--- config.mk ---
export PLATFORM = sky130hd
export DESIGN_NAME = md5_hmac_hash_engine_core
export DESIGN_NICKNAME = d
export VERILOG_FILES = /design/src/rtl/md5h_pkg.sv /design/src/rtl/md5_hmac_hash_engine_core.sv
export SDC_FILE = /design/constraint.sdc
export NUM_CORES = 2
export LEC_CHECK = 0
export BUFFER_PORTS_ARGS = -buffer_cell sky130_fd_sc_hd__clkbuf_2
export CELL_PAD_IN_SITES_DETAIL_PLACEMENT = 1
export CELL_PAD_IN_SITES_GLOBAL_PLACEMENT = 1
export CORE_AREA = 3 3 465 375
export DETAILED_ROUTE_END_ITERATION = 6
export DIE_AREA = 0 0 468 378
export GPL_TIMING_DRIVEN = 0
export PLACE_DENSITY_LB_ADDON = 0.1
export SYNTH_ARGS = -nofsm -noshare
export SYNTH_HDL_FRONTEND = slang
export SYNTH_SLANG_ARGS = --single-unit
export TNS_END_PERCENT = 1
--- constraint.sdc ---
create_clock -name aclk -period 13.3 [get_ports aclk]
set_input_delay 1.33 -clock aclk [delete_from_list [all_inputs] [get_ports aclk]]
set_output_delay 1.33 -clock aclk [all_outputs]
set_load 0.01 [all_outputs]
--- src/rtl/md5h_pkg.sv ---
package md5h_pkg;

    localparam int BLOCK_BYTES_DEF = 64;

    localparam logic [31:0] IV_A = 32'h67452301;
    localparam logic [31:0] IV_B = 32'hEFCDAB89;
    localparam logic [31:0] IV_C = 32'h98BADCFE;
    localparam logic [31:0] IV_D = 32'h10325476;
    localparam logic [7:0] IPAD = 8'h36;
    localparam logic [7:0] OPAD = 8'h5c;
    localparam logic [7:0] PAD_BYTE = 8'h80;

    localparam logic CMD_KEY = 1'b0;
    localparam logic CMD_MSG = 1'b1;

    function automatic logic [31:0] round_k(input logic [5:0] i);
        logic [31:0] k [64];
        k = '{
            32'hd76aa478, 32'he8c7b756, 32'h242070db, 32'hc1bdceee,
            32'hf57c0faf, 32'h4787c62a, 32'ha8304613, 32'hfd469501,
            32'h698098d8, 32'h8b44f7af, 32'hffff5bb1, 32'h895cd7be,
            32'h6b901122, 32'hfd987193, 32'ha679438e, 32'h49b40821,
            32'hf61e2562, 32'hc040b340, 32'h265e5a51, 32'he9b6c7aa,
            32'hd62f105d, 32'h02441453, 32'hd8a1e681, 32'he7d3fbc8,
            32'h21e1cde6, 32'hc33707d6, 32'hf4d50d87, 32'h455a14ed,
            32'ha9e3e905, 32'hfcefa3f8, 32'h676f02d9, 32'h8d2a4c8a,
            32'hfffa3942, 32'h8771f681, 32'h6d9d6122, 32'hfde5380c,
            32'ha4beea44, 32'h4bdecfa9, 32'hf6bb4b60, 32'hbebfbc70,
            32'h289b7ec6, 32'heaa127fa, 32'hd4ef3085, 32'h04881d05,
            32'hd9d4d039, 32'he6db99e5, 32'h1fa27cf8, 32'hc4ac5665,
            32'hf4292244, 32'h432aff97, 32'hab9423a7, 32'hfc93a039,
            32'h655b59c3, 32'h8f0ccc92, 32'hffeff47d, 32'h85845dd1,
            32'h6fa87e4f, 32'hfe2ce6e0, 32'ha3014314, 32'h4e0811a1,
            32'hf7537e82, 32'hbd3af235, 32'h2ad7d2bb, 32'heb86d391};
        return k[i];
    endfunction

    function automatic logic [4:0] rot_s(input logic [5:0] i);
        logic [4:0] s [16];
        s = '{5'd7, 5'd12, 5'd17, 5'd22, 5'd5, 5'd9, 5'd14, 5'd20,
              5'd4, 5'd11, 5'd16, 5'd23, 5'd6, 5'd10, 5'd15, 5'd21};
        return s[{i[5:4], i[1:0]}];
    endfunction

    function automatic logic [3:0] msg_idx(input logic [5:0] i);
        logic [3:0] g;
        case (i[5:4])
            2'd0: g = i[3:0];
            2'd1: g = 4'(5 * i[3:0] + 1);
            2'd2: g = 4'(3 * i[3:0] + 5);
            default: g = 4'(7 * i[3:0]);
        endcase
        return g;
    endfunction

endpackage

--- src/rtl/md5_hmac_hash_engine_core.sv ---
// md5 / hmac-md5 engine
// input beats (s_valid/s_ready) carry either a key word (s_command = 0),
// written to the key store, or a message word (s_command = 1) of
// s_byte_count little-endian bytes; s_last closes the message.
// hmac_enable is sampled at message start and at the last word.
// a message word is merged into the block buffer one byte per cycle while no
// block is being compressed; the next beat is taken only once the word is
// merged. each full 64-byte block adds a compression (ST_RD load, ST_RND at
// one round per cycle, ST_FIN chaining update), with the message word for
// each round read from the block memory in the cycle before that round.
// the last word adds padding and length (1 to 2 blocks), and in hmac mode the
// outer pass (key block, 16 digest bytes and padding: 2 blocks).
// the digest sits in an output register until m_ready; the engine takes no
// further beat until then.
// reset clears chaining values, counts, key store (valid bits) and the
// hmac_enable register; the block buffer needs no clearing.
module md5_hmac_hash_engine_core #(
    parameter int BLOCK_BYTES = md5h_pkg::BLOCK_BYTES_DEF
) (
    input  logic        aclk,
    input  logic        aresetn,
    input  logic        cfg_we,
    input  logic        cfg_wdata,
    input  logic        s_valid,
    output logic        s_ready,
    input  logic        s_command,
    input  logic [3:0]  s_key_index,
    input  logic [31:0] s_data_word,
    input  logic [2:0]  s_byte_count,
    input  logic        s_last,
    output logic        m_valid,
    input  logic        m_ready,
    output logic [63:0] m_digest_low,
    output logic [63:0] m_digest_high
);
    import md5h_pkg::*;

    localparam int WORDS = BLOCK_BYTES / 4;
    localparam int WB = $clog2(WORDS);
    localparam int FB = $clog2(BLOCK_BYTES);

    typedef enum logic [3:0] {
        ST_IDLE, ST_KEY, ST_MSG, ST_PAD, ST_LEN, ST_OKEY, ST_ODIG,
        ST_RD, ST_RND, ST_FIN, ST_OUT
    } state_t;

    typedef enum logic [2:0] {
        RET_MSG, RET_KEY, RET_PAD, RET_OKEY, RET_ODIG, RET_DONE
    } ret_t;

    state_t state_reg;
    ret_t ret_reg;
    logic hmac_reg, pass_hmac_reg, outer_reg, in_msg_reg;
    logic [31:0] key_mem [16];
    logic [15:0] key_vld_reg;
    logic [31:0] blk_mem [WORDS];
    logic [31:0] blk_rd_reg;
    logic [FB-1:0] fill_reg;
    logic [63:0] mbytes_reg;
    logic [31:0] h_reg [4];
    logic [31:0] a_reg, b_reg, c_reg, d_reg;
    logic [5:0] rnd_reg;
    logic [4:0] cnt_reg;
    logic [31:0] word_reg;
    logic [2:0] nb_reg;
    logic last_reg;
    logic [127:0] inner_reg;
    logic [31:0] key_rd_reg;

    // byte write into the block buffer (at most one per cycle)
    logic bw_en;
    logic [7:0] bw_byte;
    logic [WB-1:0] bw_idx;
    logic [31:0] bw_word;
    logic [31:0] cur_word_reg;

    assign s_ready = (state_reg == ST_IDLE) && !m_valid;

    logic [31:0] f_val, sum_val, rot_val;
    always_comb begin
        case (rnd_reg[5:4])
            2'd0: f_val = d_reg ^ (b_reg & (c_reg ^ d_reg));
            2'd1: f_val = c_reg ^ (d_reg & (b_reg ^ c_reg));
            2'd2: f_val = b_reg ^ c_reg ^ d_reg;
            default: f_val = c_reg ^ (b_reg | ~d_reg);
        endcase
        sum_val = a_reg + f_val + round_k(rnd_reg) + blk_rd_reg;
        rot_val = (sum_val << rot_s(rnd_reg)) | (sum_val >> (6'd32 - {1'b0, rot_s(rnd_reg)}));
    end

    logic [WB-1:0] rd_addr;
    always_comb begin
        if (state_reg == ST_RD) rd_addr = WB'(msg_idx(6'd0));
        else rd_addr = WB'(msg_idx(rnd_reg + 6'd1));
    end

    // byte selection per state
    always_comb begin
        bw_en = 1'b0;
        bw_byte = '0;
        case (state_reg)
            ST_MSG: begin bw_en = (nb_reg != 0); bw_byte = word_reg[7:0]; end
            ST_PAD: begin bw_en = 1'b1; bw_byte = (cnt_reg == 0) ? PAD_BYTE : 8'h00; end
            ST_LEN: begin bw_en = 1'b1; bw_byte = 8'((mbytes_reg << 3) >> {cnt_reg[2:0], 3'b000}); end
            ST_KEY: begin
                bw_en = (cnt_reg == 0);
                bw_byte = 8'(key_rd_reg >> {fill_reg[1:0], 3'b000}) ^ (outer_reg ? OPAD : IPAD);
            end
            ST_OKEY: begin
                bw_en = (cnt_reg == 0);
                bw_byte = 8'(key_rd_reg >> {fill_reg[1:0], 3'b000}) ^ OPAD;
            end
            ST_ODIG: begin bw_en = 1'b1; bw_byte = 8'(inner_reg >> {cnt_reg[3:0], 3'b000}); end
            default: ;
        endcase
        bw_idx = fill_reg[FB-1:2];
        bw_word = cur_word_reg;
        case (fill_reg[1:0])
            2'd0: bw_word[7:0] = bw_byte;
            2'd1: bw_word[15:8] = bw_byte;
            2'd2: bw_word[23:16] = bw_byte;
            default: bw_word[31:24] = bw_byte;
        endcase
    end

    always_ff @(posedge aclk) begin
        if (bw_en) blk_mem[bw_idx] <= bw_word;
        blk_rd_reg <= blk_mem[rd_addr];
        if (s_valid && s_ready && s_command == CMD_KEY) key_mem[s_key_index] <= s_data_word;
        key_rd_reg <= key_vld_reg[fill_reg[5:2]] ? key_mem[fill_reg[5:2]] : 32'h0;
    end

    logic block_full;
    assign block_full = bw_en && (fill_reg == FB'(BLOCK_BYTES - 1));

    always_ff @(posedge aclk) begin
        if (!aresetn) begin
            state_reg <= ST_IDLE;
            ret_reg <= RET_MSG;
            hmac_reg <= 1'b0;
            pass_hmac_reg <= 1'b0;
            outer_reg <= 1'b0;
            in_msg_reg <= 1'b0;
            key_vld_reg <= '0;
            fill_reg <= '0;
            mbytes_reg <= '0;
            h_reg <= '{IV_A, IV_B, IV_C, IV_D};
            m_valid <= 1'b0;
            rnd_reg <= '0;
            cnt_reg <= '0;
            cur_word_reg <= '0;
        end else begin
            if (cfg_we) hmac_reg <= cfg_wdata;
            if (m_valid && m_ready) m_valid <= 1'b0;
            if (bw_en) begin
                fill_reg <= fill_reg + 1'b1;
                cur_word_reg <= (fill_reg[1:0] == 2'd3) ? 32'h0 : bw_word;
            end
            case (state_reg)
                ST_IDLE: begin
                    if (s_valid && s_ready) begin
                        if (s_command == CMD_KEY) begin
                            key_vld_reg[s_key_index] <= 1'b1;
                        end else begin
                            word_reg <= s_data_word;
                            nb_reg <= (s_byte_count > 3'd4) ? 3'd4 : s_byte_count;
                            last_reg <= s_last;
                            pass_hmac_reg <= hmac_reg;
                            if (!in_msg_reg) begin
                                in_msg_reg <= 1'b1;
                                h_reg <= '{IV_A, IV_B, IV_C, IV_D};
                                fill_reg <= '0;
                                cur_word_reg <= '0;
                                mbytes_reg <= '0;
                                outer_reg <= 1'b0;
                                if (hmac_reg) begin
                                    state_reg <= ST_KEY;
                                    cnt_reg <= 5'd1;
                                end else state_reg <= ST_MSG;
                            end else state_reg <= ST_MSG;
                        end
                    end
                end
                ST_KEY, ST_OKEY: begin
                    // key byte path reads through the key_rd_reg register; cnt_reg primes it
                    if (cnt_reg != 0) begin
                        cnt_reg <= 5'd0;
                    end
                end
                default: ;
            endcase
            // sequencing of the byte streams
            case (state_reg)
                ST_KEY, ST_OKEY: if (cnt_reg == 0) begin
                    mbytes_reg <= mbytes_reg + 1'b1;
                    if (fill_reg[1:0] == 2'd3) cnt_reg <= 5'd1;
                    if (block_full) begin
                        ret_reg <= (state_reg == ST_OKEY) ? RET_ODIG : RET_MSG;
                        state_reg <= ST_RD;
                    end
                end
                ST_MSG: begin
                    if (nb_reg != 0) begin
                        mbytes_reg <= mbytes_reg + 1'b1;
                        word_reg <= word_reg >> 8;
                        nb_reg <= nb_reg - 1'b1;
                        if (block_full) begin
                            ret_reg <= RET_MSG;
                            state_reg <= ST_RD;
                        end
                    end else if (last_reg) begin
                        cnt_reg <= '0;
                        state_reg <= ST_PAD;
                    end else state_reg <= ST_IDLE;
                end
                ST_PAD: begin
                    if (fill_reg == FB'(BLOCK_BYTES - 9)) begin
                        cnt_reg <= '0;
                        state_reg <= ST_LEN;
                    end else begin
                        cnt_reg <= 5'd1;
                        if (block_full) begin
                            ret_reg <= RET_PAD;
                            state_reg <= ST_RD;
                        end
                    end
                end
                ST_LEN: begin
                    cnt_reg <= cnt_reg + 1'b1;
                    if (block_full) begin
                        ret_reg <= RET_DONE;
                        state_reg <= ST_RD;
                    end
                end
                ST_ODIG: begin
                    mbytes_reg <= mbytes_reg + 1'b1;
                    if (cnt_reg == 5'd15) begin
                        cnt_reg <= '0;
                        last_reg <= 1'b1;
                        state_reg <= ST_PAD;
                    end else cnt_reg <= cnt_reg + 1'b1;
                end
                ST_RD: begin
                    rnd_reg <= '0;
                    a_reg <= h_reg[0]; b_reg <= h_reg[1];
                    c_reg <= h_reg[2]; d_reg <= h_reg[3];
                    state_reg <= ST_RND;
                end
                ST_RND: begin
                    a_reg <= d_reg; d_reg <= c_reg; c_reg <= b_reg;
                    b_reg <= b_reg + rot_val;
                    rnd_reg <= rnd_reg + 1'b1;
                    if (rnd_reg == 6'd63) state_reg <= ST_FIN;
                end
                ST_FIN: begin
                    h_reg[0] <= h_reg[0] + a_reg; h_reg[1] <= h_reg[1] + b_reg;
                    h_reg[2] <= h_reg[2] + c_reg; h_reg[3] <= h_reg[3] + d_reg;
                    case (ret_reg)
                        RET_MSG: state_reg <= (nb_reg != 0 || last_reg || !outer_reg)
                                              ? ST_MSG : ST_IDLE;
                        RET_PAD: begin cnt_reg <= 5'd1; state_reg <= ST_PAD; end
                        RET_ODIG: begin cnt_reg <= '0; state_reg <= ST_ODIG; end
                        RET_DONE: state_reg <= ST_OUT;
                        default: state_reg <= ST_MSG;
                    endcase
                end
                ST_OUT: begin
                    if (!outer_reg && pass_hmac_reg) begin
                        inner_reg <= {h_reg[3], h_reg[2], h_reg[1], h_reg[0]};
                        outer_reg <= 1'b1;
                        h_reg <= '{IV_A, IV_B, IV_C, IV_D};
                        fill_reg <= '0;
                        cur_word_reg <= '0;
                        mbytes_reg <= '0;
                        cnt_reg <= 5'd1;
                        state_reg <= ST_OKEY;
                    end else begin
                        m_valid <= 1'b1;
                        m_digest_low <= {h_reg[1], h_reg[0]};
                        m_digest_high <= {h_reg[3], h_reg[2]};
                        h_reg <= '{IV_A, IV_B, IV_C, IV_D};
                        fill_reg <= '0;
                        cur_word_reg <= '0;
                        mbytes_reg <= '0;
                        in_msg_reg <= 1'b0;
                        outer_reg <= 1'b0;
                        state_reg <= ST_IDLE;
                    end
                end
                default: ;
            endcase
        end
    end

`ifndef SYNTHESIS
    a_no_accept_busy: assert property (@(posedge aclk) disable iff (!aresetn)
        (state_reg != ST_IDLE) |-> !s_ready) else $error("accept while busy");
    a_rounds_bound: assert property (@(posedge aclk) disable iff (!aresetn)
        (state_reg == ST_RD) |=> (state_reg == ST_RND && rnd_reg == 6'd0))
        else $error("round start");
    a_out_hold: assert property (@(posedge aclk) disable iff (!aresetn)
        (m_valid && !m_ready) |=> m_valid) else $error("digest dropped");
`endif

endmodule
; ---- Word level (Yosys, flattened, before mapping)
; Memory sizes are Yosys's and may differ from the RTL's. A register that Yosys moved wholly into a read port is not among the register bits.
; Cells that the tools add are included.
[word_totals]
n_memories = 4
output_inout_bits = 130
mem_bits_ro = 2128
ramBits = 1024
reg_bits = 689
elab_cells = 274
in_bits = 47
[mem_list]
columns = memory, words, width, read_ports, rd_ports_with_merged_regs, wr, line
row1 = (name not given), 64, 32, 1, 0, 0, md5h_pkg.sv:35  ; return k[i];
row2 = blk_mem, 16, 32, 1, 1, 1, md5_hmac_hash_engine_core.sv:56  ; logic [31:0] blk_mem [WORDS];
row3 = key_mem, 16, 32, 1, 1, 1, md5_hmac_hash_engine_core.sv:54  ; logic [31:0] key_mem [16];
row4 = (name not given), 16, 5, 1, 0, 0, md5h_pkg.sv:42  ; return s[{i[5:4], i[1:0]}];
[classes]
n_reduce_logical = 40
n_bitwise = 19
add_sub_neg = 16
n_mux = 121
shift = 5
n_eq_ne = 33
n_lt_le_gt_ge = 6
n_mul = 3
[op_table]
columns = op, n
row1 = 2-to-1 mux 128 bit, 4
row2 = 2-to-1 mux 32 bit, 13
row3 = 2-to-1 mux 64 bit, 6
row4 = adder 32 bit, 8
row5 = case mux 128 bit (2 select lines), 1
row6 = case mux 32 bit (2 select lines), 4
row7 = case mux 64 bit (4 select lines), 1
row8 = XOR 32 bit, 6
row9 = right shift 128 x 7 -> 8 bit, 1
row10 = case mux 32 bit (3 select lines), 1
row11 = 2-to-1 mux 5 bit, 13
row12 = "adder 64 x 1 -> 64 bit, second input constant", 1
row13 = bitwise AND 32 bit, 2
row14 = bitwise OR 32 bit, 2
row15 = right shift 64 x 6 -> 8 bit, 1
row16 = case mux 8 bit (6 select lines), 1
row17 = 2-to-1 mux 3 bit, 15
row18 = 2-to-1 mux 4 bit, 11
row19 = 2-to-1 mux 8 bit, 5
row20 = case mux 4 bit (9 select lines), 1
row21 = case mux 5 bit (7 select lines), 1
row22 = inverter 32 bit, 1
row23 = left shift 32 x 5 -> 32 bit, 1
row24 = right shift 32 x 5 -> 8 bit, 1
row25 = 62 further kinds, 142

; ---- Logic depth before layout (Yosys ltp)
[logic_depth]
word_depth = 11
ltp_mapped = 42
depth_no_buf = 39

; ---- Worst setup path before layout
; No wires, ideal clock.
[synth_timing]
kind = register to register
from = register rnd_reg[4]
to = register b_reg[20] (data pin)
n_path_buf = 5
setup_time_ns = 0.256
arrival_time_ns = 9.500
path_stages_with_launch = 40
t_required_ns = 13.044
setup_slack_ns = 3.544
synth_period_minus_slack_ns = 9.756
path_cell_list = dfxtp_1 > buf_2 > clkbuf_1 > clkbuf_1 > buf_1 > clkbuf_1 > xnor2_1 > o211ai_1 > o211ai_1 > fa_1 > fa_1 > inv_1 > ha_1 > inv_1 > fa_1 > and2b_1 > o21a_1 > o2111a_2 > [... 4 more ...] > mux4_2 > mux2_2 > a211oi_1 > nor3_1 > ha_1 > fa_1 > a21o_1 > a21o_1 > a21oi_1 > o21ai_1 > a21o_1 > a21o_1 > a21o_1 > a21oi_1 > o21bai_1 > a2111oi_0 > o32ai_1 > a22o_1
[synth_between]
elab_chain_cells = 10
word_cells_on_any_way = 21
cone_classes = add/sub (5) / eq/ne (2) / shift (2) / mux (6) / bitwise (3) / reduce/logical (1) / memory (2)
[synth_lines]
columns = item, line
row1 = start: declaration, md5_hmac_hash_engine_core.sv:62  ; logic [5:0] rnd_reg;
row2 = start signal: assignment, md5_hmac_hash_engine_core.sv:252  ; rnd_reg <= rnd_reg + 1'b1;
row3 = "parallel branches: the longest is 7 deep, another holds adder 32 bit", -
row4 = bitwise OR 32 bit *, md5_hmac_hash_engine_core.sv:88  ; rot_val = (sum_val << rot_s(rnd_reg)) | (sum_val >> (6'd32 - {1'b0, rot_s(rnd_reg)}));
row5 = adder 32 bit *, md5_hmac_hash_engine_core.sv:251  ; b_reg <= b_reg + rot_val;
row6 = case mux 32 bit (2 select lines) *, md5_hmac_hash_engine_core.sv:193  ; case (state_reg)
row7 = end signal: assignment, md5_hmac_hash_engine_core.sv:245  ; a_reg <= h_reg[0]; b_reg <= h_reg[1];
row8 = end signal: assignment, md5_hmac_hash_engine_core.sv:251
row9 = end: declaration, md5_hmac_hash_engine_core.sv:61  ; logic [31:0] a_reg, b_reg, c_reg, d_reg;
; Every way passes the cells marked *. The select of a mux whose other input is x is not followed.
; A chain may end at the register's enable or synchronous reset.

; ---- Worst setup path after layout
[layout_timing]
from = register rnd_reg[4]
to = register b_reg[28] (data pin)
; The elaborated chain is that of the path after synthesis.

==> results.cfg <==
[status]
status = finished with violations
violations = DRC, capacitance limit, slew limit

[timing]
report.final.slew_viol_count = 11
fin_skew_ns = 0.0976
rsz0062_at_grt = no
fmax_mhz = 77.0
post-route-period-util_pct = 97.6
relSlewSlack_pct = -5.31
layout_setup_ws_ns = 0.318
tightest_slew_ns = 1.58
setup_violations = 0
period_needed_ns = 12.98
hold_violations = 0

[drt]
drt_wl_total_mm = 391
drtIter0Drc = 11400
antenna_left = 0
routed_via_density = 7.10
dr.pass1.iters = 7
vias = 73300
drc = 1
post_drt_wl_per_cell_um = 37.9

[grt]
grt_max_degree = 39
grt_overflow_total = 0
grt_pass1_wl_mm = 549
first_global_vias = 72900
antenna_found_initial = 28
grt_usage_pct = 43.5

[setup_path]
max_stage_delay_ns = 0.78
r2r-start = rnd_reg[4]
rr_worst_depth = 37
r2r-end = b_reg[28]
slowest_stage = buf_1
crit_type = flop to flop
cp.arrival_ns = 13.53
critPathMaxFanout = 10
end_kind = flop
crit_top_cell = a21o_1
startpoint_type = flop
critPathRequiredTime_ns = 13.85
r2r_setup_slack_ns = 0.32

[power_and_ir_drop]
p_leak_uw = 0.0340
total_power_uw = 11900
ir_worst_vdd_uv = 146
cellPowerDensity_nw_per_um2 = 120

[clocking]
ctsRootBufferMaster = clkbuf_16
clockBufferDepth = 3
cts_buffers = 170
path_clk_slew_ns = 0.07
clock-sinks = 1774
postCtsHoldBufs = 0
cts_htree_levels = 4
clk_latency_ns = 0.89
tritoncts = yes

[logic_synthesis]
avgSynthCellArea_um2 = 11.8
synth-edff-count = 1444
ys_types = 112
synth_ff_type = edfxtp_1
ys_seq_area_share_pct = 56.7
synthArstFlopShare_pct = 0
ys_seq_elements = 1774
ys_warn_count = 0
synthesis.area_um2 = 88100
syn-instance-count = 7471
synthesis.nets = 7810

[worst_hold_path]
hold_path_depth = 2
min-delay-start = pass_hmac_reg
min_to = pass_hmac_reg
hold_class = flop to flop

[die]
core_area_um2 = 169000
initial_core_util_pct = 52.0
die_y_um = 378
ios = 177
dieArea_um2 = 177000
row_count = 135
die_w_um = 468

[finish]
drive_gt1_share_pct = 12.1
syn_to_final_growth_pct = 12.9
final_cells = 10300
nets = 8236
fill_cells = 17200
largest_registers = blk_mem (512), key_mem (512)

[place]
io_buffers = 176
placedCellCount = 9982
hpwl_mm = 273
place_congestion = 1.03
preCtsSetupSlack_ns = -0.242

[flow_run]
drv_cap = 1
repair_timing:
action | 4_1_cts | 5_1_grt
resized for setup | 1 | 20
setup buffers | 0 | 0
setup endpoints to repair | 4 | 7
cells by family after synthesis:
family / count (synthesis) / share of synthesized area [%]
AO/OA/AOI/OAI: 1999 / 14.6
XOR/XNOR: 200 / 2.01
adder cells (fa/ha/maj): 293 / 4.74
flip-flops: 1774 / 56.7
AND/OR/NAND/NOR: 2140 / 11.0
buffers and inverters: 667 / 2.99
multiplexers: 398 / 7.94
final cells by class:
cell class                      count  area, um^2  share of cell area, %
Sequential cell                  1774       50000                   50.2
Multi-Input combinational cell   5030       35900                   36.0
Inverter                          197         743                  0.747
Clock buffer                      218        4590                   4.61
Antenna cell                       10        25.0                 0.0252
Tap cell                         2260        2830                   2.84
Timing Repair Buffer              254        2110                   2.12
Buffer                            470        1900                   1.91
Clock inverter                    104        1450                   1.46
per-stage QoR:
stage                     hold slack [ns]  setup TNS [ns]  cell area (um^2)  util [%]
after floorplan                     0.432               0             88100         -
after global placement              0.445          -77.77             91800      54.2
after detailed placement            0.469          -0.672             93300      55.1
after CTS                           0.487               0             99300      58.6
after global routing                0.505               0             99500      58.7
final                               0.488               0             99500      58.7
worst max-delay path, delay by kind of cell, from the launching register on:
kind,cells,cell delay [ns]
flip-flops,1,0.41
AND/OR/NAND/NOR,4,1.23
XOR/XNOR,1,0.23
AO/OA/AOI/OAI,18,5.26
multiplexers,2,0.60
buffers and inverters,8,3.37
adder cells (fa/ha/maj),4,1.57
synth_stat cells (13+ instances only):
library cell	number	area (um^2)
nand3b_1	16	120
dfxtp_1	330	6610
and2_1	59	369
nand4_1	27	169
buf_1	58	218
xnor2_1	137	1200
a211oi_1	171	1280
ha_1	224	2800
mux4_2	239	5380
nor2_1	564	2120
o21a_1	41	308
or2_2	44	275
o31ai_1	22	165
fa_1	68	1360
nor2b_1	66	413
nand2_1	871	3270
o221ai_1	29	254
a22oi_1	86	646
nand2b_1	48	300
a311oi_1	85	744
mux2i_1	146	1460
a21o_1	91	683
o21bai_1	27	203
mux2_2	13	146
o22ai_1	71	444
and2_0	25	156
nor3_1	118	591
buf_2	22	110
a221oi_1	13	114
o21ai_0	484	2420
nand3_1	105	526
xor2_1	61	534
o311ai_0	14	123
edfxtp_1	1444	43400
a31oi_1	98	613
inv_1	191	717
clkbuf_1	375	1410
nor4_1	18	113
a211o_1	17	149
or3_1	100	626
a21oi_1	467	2340
and3_1	34	213
o211ai_1	136	1020
placed cells by master (no fill, tap or decap), types with 185 or more instances in the layout:
cell | Yosys | layout
a21oi_1 | 467 | 441
clkbuf_1 | 375 | 404
clkbuf_2 | 0 | 185
dfxtp_1 | 330 | 329
edfxtp_1 | 1444 | 1444
ha_1 | 224 | 224
inv_1 | 191 | 191
mux4_2 | 239 | 239
nand2_1 | 871 | 871
nor2_1 | 564 | 537
o21ai_0 | 484 | 482
layer usage:
layer	GRT usage [%]	vias up	part of all wire (%)
met5	0	-	0.032
met4	22.4	20	6.4
met3	11.2	1383	12
met2	66.2	5856	44
met1	57.8	36900	37
li1	-	29200	-
where the power goes:
part	switching (uW)	internal, uW
Clock	2450	2940
Combinational	358	81.3
Sequential	28.5	6050
Total	2840	9070
how the worst max path moves through the flow:
stage,startpoint,to,cells past startpoint
2_1_floorplan,rnd_reg[4],b_reg[20],39
6_report,rnd_reg[4],b_reg[28],37
3_3_place_gp,state_reg[1],c_reg[6],5
3_5_place_dp,rnd_reg[0],b_reg[28],41
5_1_grt,rnd_reg[4],b_reg[28],37
4_1_cts,rnd_reg[0],b_reg[28],41
No activity file was read; power rests on OpenSTA's default activity.
